$ cat src/hdl/srwg_pkg.sv
// Shared types, constants and the mix function of the random word generator.
package srwg_pkg;

  localparam int unsigned POOL_ENTRIES_DEF = 156;
  localparam int unsigned LAG_OFFSET_DEF   = 122;
  localparam int unsigned WARMUP_STEPS_DEF = 1000;

  localparam int unsigned WORD_W  = 32;
  localparam int unsigned ENTRY_W = 128;

  localparam logic [WORD_W-1:0] SEED_RESET = 32'h1234_5678;
  localparam logic [WORD_W-1:0] LCG_MUL    = 32'hdead_beef;
  localparam logic [WORD_W-1:0] LCG_ADD    = 32'habcd_ef1c;

  localparam logic [ENTRY_W-1:0] MIX_MASK =
    128'hDDFECB7F_DFFFFFEF_BFFFFFF6_BFFAFFFF;

  localparam int unsigned SHIFT_BYTE  = 8;
  localparam int unsigned SHIFT_RWORD = 11;
  localparam int unsigned SHIFT_LWORD = 18;

  typedef enum logic {
    OP_REPEAT,
    OP_DRAW
  } op_t;

  typedef struct packed {
    logic valid;
    op_t  op;
  } queue_head_t;

  // One SFMT-style recursion on 128-bit entries.
  function automatic logic [ENTRY_W-1:0] mix_entry(
    input logic [ENTRY_W-1:0] a,
    input logic [ENTRY_W-1:0] b,
    input logic [ENTRY_W-1:0] c,
    input logic [ENTRY_W-1:0] d
  );
    logic [ENTRY_W-1:0] b_sh;
    logic [ENTRY_W-1:0] d_sh;
    b_sh = '0;
    d_sh = '0;
    for (int k = 0; k < 4; k++) begin
      b_sh[k*WORD_W +: WORD_W] = b[k*WORD_W +: WORD_W] >> SHIFT_RWORD;
      d_sh[k*WORD_W +: WORD_W] = d[k*WORD_W +: WORD_W] << SHIFT_LWORD;
    end
    return a ^ (a << SHIFT_BYTE) ^ (b_sh & MIX_MASK) ^ (c >> SHIFT_BYTE) ^ d_sh;
  endfunction

endpackage

$ cat src/hdl/srwg_front.sv
// Front end: takes requests, classifies them and queues them for the back end.
module srwg_front (
  input  logic                  clk,
  input  logic                  rst,
  input  logic                  start,
  input  logic                  draw_request,
  output logic                  busy,
  input  logic                  pop,
  output srwg_pkg::queue_head_t head
);

  srwg_pkg::op_t slot [2];
  logic          wr_ptr;
  logic          rd_ptr;
  logic [1:0]    count;
  logic          push;
  srwg_pkg::op_t op_in;

  assign busy  = (count == 2'd2);
  assign push  = start && !busy;
  assign op_in = draw_request ? srwg_pkg::OP_DRAW : srwg_pkg::OP_REPEAT;

  assign head.valid = (count != 2'd0);
  assign head.op    = slot[rd_ptr];

  always_ff @(posedge clk) begin
    if (push) begin
      slot[wr_ptr] <= op_in;
    end
  end

  always_ff @(posedge clk) begin
    if (rst) begin
      wr_ptr <= 1'b0;
      rd_ptr <= 1'b0;
      count  <= 2'd0;
    end else begin
      if (push) begin
        wr_ptr <= ~wr_ptr;
      end
      if (pop) begin
        rd_ptr <= ~rd_ptr;
      end
      case ({push, pop})
        2'b10:   count <= count + 2'd1;
        2'b01:   count <= count - 2'd1;
        default: count <= count;
      endcase
    end
  end

endmodule

$ cat config.mk
export PLATFORM = sky130hd
export DESIGN_NAME = srwg_front
export DESIGN_NICKNAME = d
export VERILOG_FILES = /design/src/hdl/srwg_pkg.sv /design/src/hdl/srwg_front.sv
export SDC_FILE = /design/constraint.sdc
export NUM_CORES = 1
export LEC_CHECK = 0
export BUFFER_PORTS_ARGS = -buffer_cell sky130_fd_sc_hd__buf_2
export CORE_AREA = 2 2 39 41
export CTS_BUF_LIST = sky130_fd_sc_hd__clkbuf_4 sky130_fd_sc_hd__clkbuf_8
export DETAILED_ROUTE_END_ITERATION = 10
export DIE_AREA = 0 0 41 43
export PLACE_DENSITY = 0.47
export SLEW_MARGIN = 20
export SYNTH_ARGS = -nofsm -noshare
export SYNTH_HDL_FRONTEND = slang
export SYNTH_SLANG_ARGS = --single-unit
$ cat constraint.sdc
create_clock -name clk -period 4.2 [get_ports clk]
set_input_delay 0.21 -clock clk [delete_from_list [all_inputs] [get_ports clk]]
set_output_delay 0.21 -clock clk [all_outputs]
set_load 0.02 [all_outputs]
# == Word-level counts from Yosys, hierarchy flattened ==
# Memory sizes are Yosys's and may differ from the RTL's. A register that Yosys moved wholly into a read port is not among the register bits.
# Index checks and enable logic that the tools add are counted.
# totals
rom_bits,0
memories,1
ramBits,2
elab_cells,21
inputBits,5
output_inout_bits,3
latch_bits,0
reg_bits,4
# classes
n_reduce_logical,4
bitwise,2
n_eq_ne,3
n_mux,6
shifts,0
order_cmp,0
n_div,0
add_sub_neg,2
n_mul,0
# mem_list
name,words,width,rd,rd_clocked_by_memory_dff,write_ports,line_no,rtl
slot,2,1,1,1,1,srwg_front.sv:12,srwg_pkg::op_t slot [2];
# op_table
cell,count
1-bit two-way mux,5
"2-bit == test, second input constant",2
2-bit case mux with 2 select lines,1
2-bit nonzero test,2
"2-bit by 1-bit adder with 2-bit output, second input constant",1
"2-bit by 1-bit == test with 1-bit output, second input constant",1
1-bit inverter,2
"2-bit by 1-bit subtractor with 2-bit output, second input constant",1
1-bit logical AND,1
1-bit logical NOT,1

# == Longest topological paths before layout ==
# depth
word_depth,5
ltp_mapped,6
depth_no_buf,6

# == Least setup slack after synthesis ==
# Ideal clock, no wire load.
# synth_path
path_type,register -> register
start,register count[0]
end,register count[1]
arrival_time_ps,1311
slack_ps,2820
required_ps,4130
path_stages_with_launch,6
setup_time_ps,70
synth_period_minus_slack_ps,1380
n_path_buf,0
cell_sequence,dfxtp_1 > nand2b_2 > nand2_1 > ha_1 > or3_1 > a21oi_1
# synth_between
elab_chain_cells,5
word_cells_on_any_way,9
classes_between,2 x add/sub; 3 x eq/ne; 1 x mux; 3 x reduce/logical
# synth_lines
element,line_no,rtl
from (decl),srwg_front.sv:15,logic [1:0] count;
from (signal assigned),srwg_front.sv:45,2'b10: count <= count + 2'd1;
from (signal assigned),srwg_front.sv:46,2'b01: count <= count - 2'd1;
from (signal assigned),srwg_front.sv:47,default: count <= count;
2-bit == test,srwg_front.sv:19,assign busy = (count == 2'd2);
1-bit logical NOT,srwg_front.sv:20,assign push = start && !busy;
1-bit logical AND,srwg_front.sv:20,
2-bit by 1-bit == test with 1-bit output or 2-bit == test (tied branches),srwg_front.sv:44,"case ({push, pop})"
2-bit case mux with 2 select lines or 2-bit nonzero test (tied branches),--,
# Parallel ways exist; a longest one is shown, timed or not.
# A chain may end at the register's enable or synchronous reset.

# == Worst setup path after layout ==
# Ends and elaborated chain as after synthesis.

==> key figures <==
Status
  – Outcome: complete, no violations

Floorplan
  – Starting utilization of the core area: 21.0%
  – Die Area: 0.00176 mm2
  – Die H: 43 um
  – Area of the placeable core: 0.00138 mm2
  – Placement row count: 14
  – Width of the chip: 41 um
  – Io pins: 8

Setup path
  – Element type at the critical path end: flop
  – Kind of critical path: flop to flop
  – Data arrival time of the worst path: 1.69 ns
  – Kind of start point of the critical path: flop
  – Worst-path maximum fanout: 4
  – Required time worst endpoint: 4.38 ns

STA
  – Final hold vios: 0
  – Actual slew at the worst max-slew pin: 0.168 ns
  – Post-Route Hold Slack: 0.154 ns
  – Aggregate negative setup slack: 0 ns
  – Final critical-path share of the clock period: 35.8%
  – RSZ-0062 raised after global routing: no
  – Time the worst path needs with I/O delays and setup: 1.50 ns
  – Timing-limited maximum frequency: 0.665 GHz
  – Worst setup skew after layout: 0.000293 ns
  – Worst setup margin: 2.70 ns
  – Setup violations, final: 0
  – Max-slew headroom at the worst pin: 88.7%
  – Final Slew Violations: 0

Synth
  – Cells after synthesis: 28
  – Cell taking the most area after synthesis: sky130_fd_sc_hd__dfxtp_1
  – Register area share after synthesis: 55.2%
  – Largest cells by area after synthesis: sky130_fd_sc_hd__dfxtp_1 (34%), sky130_fd_sc_hd__edfxtp_1 (21%), sky130_fd_sc_hd__xnor2_1 (6.0%)
  – Area share of the largest cell type after synthesis: 34.5%
  – Count of cell types in the netlist: 16
  – Count of synthesis-stage warnings from yosys: 0
  – Post-synth net total: 34
  – Post-synthesis area per instance: 10.4 um2
  – Total of flip-flops plus latches after synthesis: 7
  – Area of the mapped netlist: 290 um2

Finish
  – Most common cell after layout, fill and taps aside: sky130_fd_sc_hd__buf_2
  – Layout overhead on the synthesized area: 29.3%
  – Antenna diode count: 0
  – Number of nets at the end of the flow: 46
  – Share of cells above drive strength 1: 38.5%
  – Utilization of the core after routing: 27.1%
  – Fillers: 149
  – Commonest cells after routing, fill and taps aside: sky130_fd_sc_hd__buf_2 (7), sky130_fd_sc_hd__dfxtp_1 (5), sky130_fd_sc_hd__clkbuf_4 (4), sky130_fd_sc_hd__nor2_1 (3)

Placement
  – DPL Wire Length: 370 um
  – Buffers added on ports: 7
  – Weighted congestion reported at the end of routability-driven placement: 0.617
  – Worst setup slack after placement: 2.72 ns

Clocking
  – TritonCTS clock tree: done
  – Buffer type at the clock tree root: sky130_fd_sc_hd__clkbuf_4
  – Clock net sink count: 7
  – Setup Buffers After CTS: 0
  – Total CTS buffers: 3
  – Clock-pin slew reported for the worst setup and hold paths after clock tree synthesis: 0.05 ns
  – H-tree level count: 1
  – Insertion delay of the later-clocked pin in the worst-skew pair: 0.25 ns
  – Cts-stage hold buffer count: 0
  – Post_cts resized: 0
  – Longest Clk Path Bufs: 2

Detailed routing
  – Routed wire per std cell: 9.04 um
  – Via count of the routed design: 216
  – Number of design rule violations left after detail routing: 0
  – Via-per-instance ratio: 3.93
  – Count of routing violations after the opening detailed-route iteration: 4
  – Antenna-violating nets left: 0
  – Drt pass-1 iters: 2
  – Final Routed Wirelength: 497 um

Global route
  – Wire length of the first global-routing pass: 828 um
  – Overflow after GRT: 0
  – Vias in the first global route: 212
  – Initial antenna violation count: 0
  – Pin count of the biggest net entering global routing: 6
  – Global Route Usage Sum: 7.94%

Pwr
  – Combinational Power Share: 23.5%
  – Internal power: 144 uW
  – Power density over cell area: 535 mW/mm2
  – Switching Fraction: 28.3%
  – Leakage power summed over all cells: 0.000177 uW
  – Sequential fraction of design power: 42.9%
  – Relative contribution of the clock network to total power: 33.7%
  – Maximum vdd drop: 162 uV
  – Switching Power: 56.8 uW

Flow run
  – Count of maximum capacitance violations: 0

Worst hold path
  – Class of the tightest hold or removal check: input pin to flop
metrics by stage:
| step | area [um2] | total power (uW) | std cells |
|---|---|---|---|
| after floorplan | 290 | 121 | 28 |
| after global placement | 345 | 134 | 51 |
| after detailed placement | 345 | 134 | 51 |
| after CTS | 375 | 205 | 55 |
| after global routing | 375 | 216 | 55 |
| final | 375 | 201 | 55 |
area by class of cell:
type | count | area (um2) | area share [%]
well taps | 16 | 20.0 | 5.33
flip-flops and latches | 7 | 160 | 42.7
repair buffers | 7 | 35.0 | 9.33
clock buffers | 4 | 30.0 | 8.00
multi-input cells | 18 | 119 | 31.7
inverters | 3 | 11.3 | 3.00
logic make-up after synthesis:
kind of cell    synth area share [%]
simple gates                    16.8
fa+ha+maj                       4.31
mux                             3.88
xor+xnor                        9.05
buf+inv                         3.88
compound gates                  6.90
flops                           55.2
cell usage after synthesis:
cell,instances
sky130_fd_sc_hd__dfxtp_1,5
sky130_fd_sc_hd__or2_2,1
sky130_fd_sc_hd__ha_1,1
sky130_fd_sc_hd__and3_1,1
sky130_fd_sc_hd__xnor2_1,2
sky130_fd_sc_hd__or3_1,2
sky130_fd_sc_hd__nand2b_2,1
sky130_fd_sc_hd__xor2_1,1
sky130_fd_sc_hd__edfxtp_1,2
sky130_fd_sc_hd__o21ai_0,2
sky130_fd_sc_hd__nor2_1,3
sky130_fd_sc_hd__inv_1,2
sky130_fd_sc_hd__nand2_1,1
sky130_fd_sc_hd__inv_2,1
sky130_fd_sc_hd__a21oi_1,2
sky130_fd_sc_hd__mux2_2,1
metal layers:
| metal | share of wire [%] | routed length (um) | global-route usage (%) |
|---|---|---|---|
| met3 | 12 | 61 | 8.38 |
| met1 | 51 | 252 | 8.06 |
| met4 | 0 | 0 | 6.00 |
| met5 | 0 | 0 | 0 |
| met2 | 37 | 183 | 9.06 |
worst max-delay path: stages (launching register included):
cell                       delay, ns
sky130_fd_sc_hd__dfxtp_1        0.40
sky130_fd_sc_hd__nand2b_2       0.17
sky130_fd_sc_hd__nand2_1        0.06
sky130_fd_sc_hd__ha_1           0.31
sky130_fd_sc_hd__or3_1          0.36
sky130_fd_sc_hd__a21oi_1        0.14
power by group through the flow:
stage / Clock [uW] / Combinational [uW] / Sequential, uW
2_1_floorplan: 0 / 35.5 / 85.6
3_3_place_gp: 0 / 47.1 / 87.4
3_5_place_dp: 0 / 47.1 / 87.2
4_1_cts: 71.4 / 47.7 / 85.9
5_1_grt: 75.9 / 53.2 / 87.1
6_report: 67.6 / 47.1 / 86.1
path summary, 6_finish.rpt:
path	start	end	slack, ns	cells past startpoint
hold / removal	draw_request	slot[1]$_DFFE_PP_	0.15	1
setup / recovery	count[0]$_SDFFE_PP0P_	count[1]$_SDFFE_PP0P_	2.70	5
hold reg to reg	wr_ptr$_SDFFE_PP0P_	wr_ptr$_SDFFE_PP0P_	0.48	2
setup reg to reg	count[0]$_SDFFE_PP0P_	count[1]$_SDFFE_PP0P_	2.70	5
(Power assumes the default switching activity.)
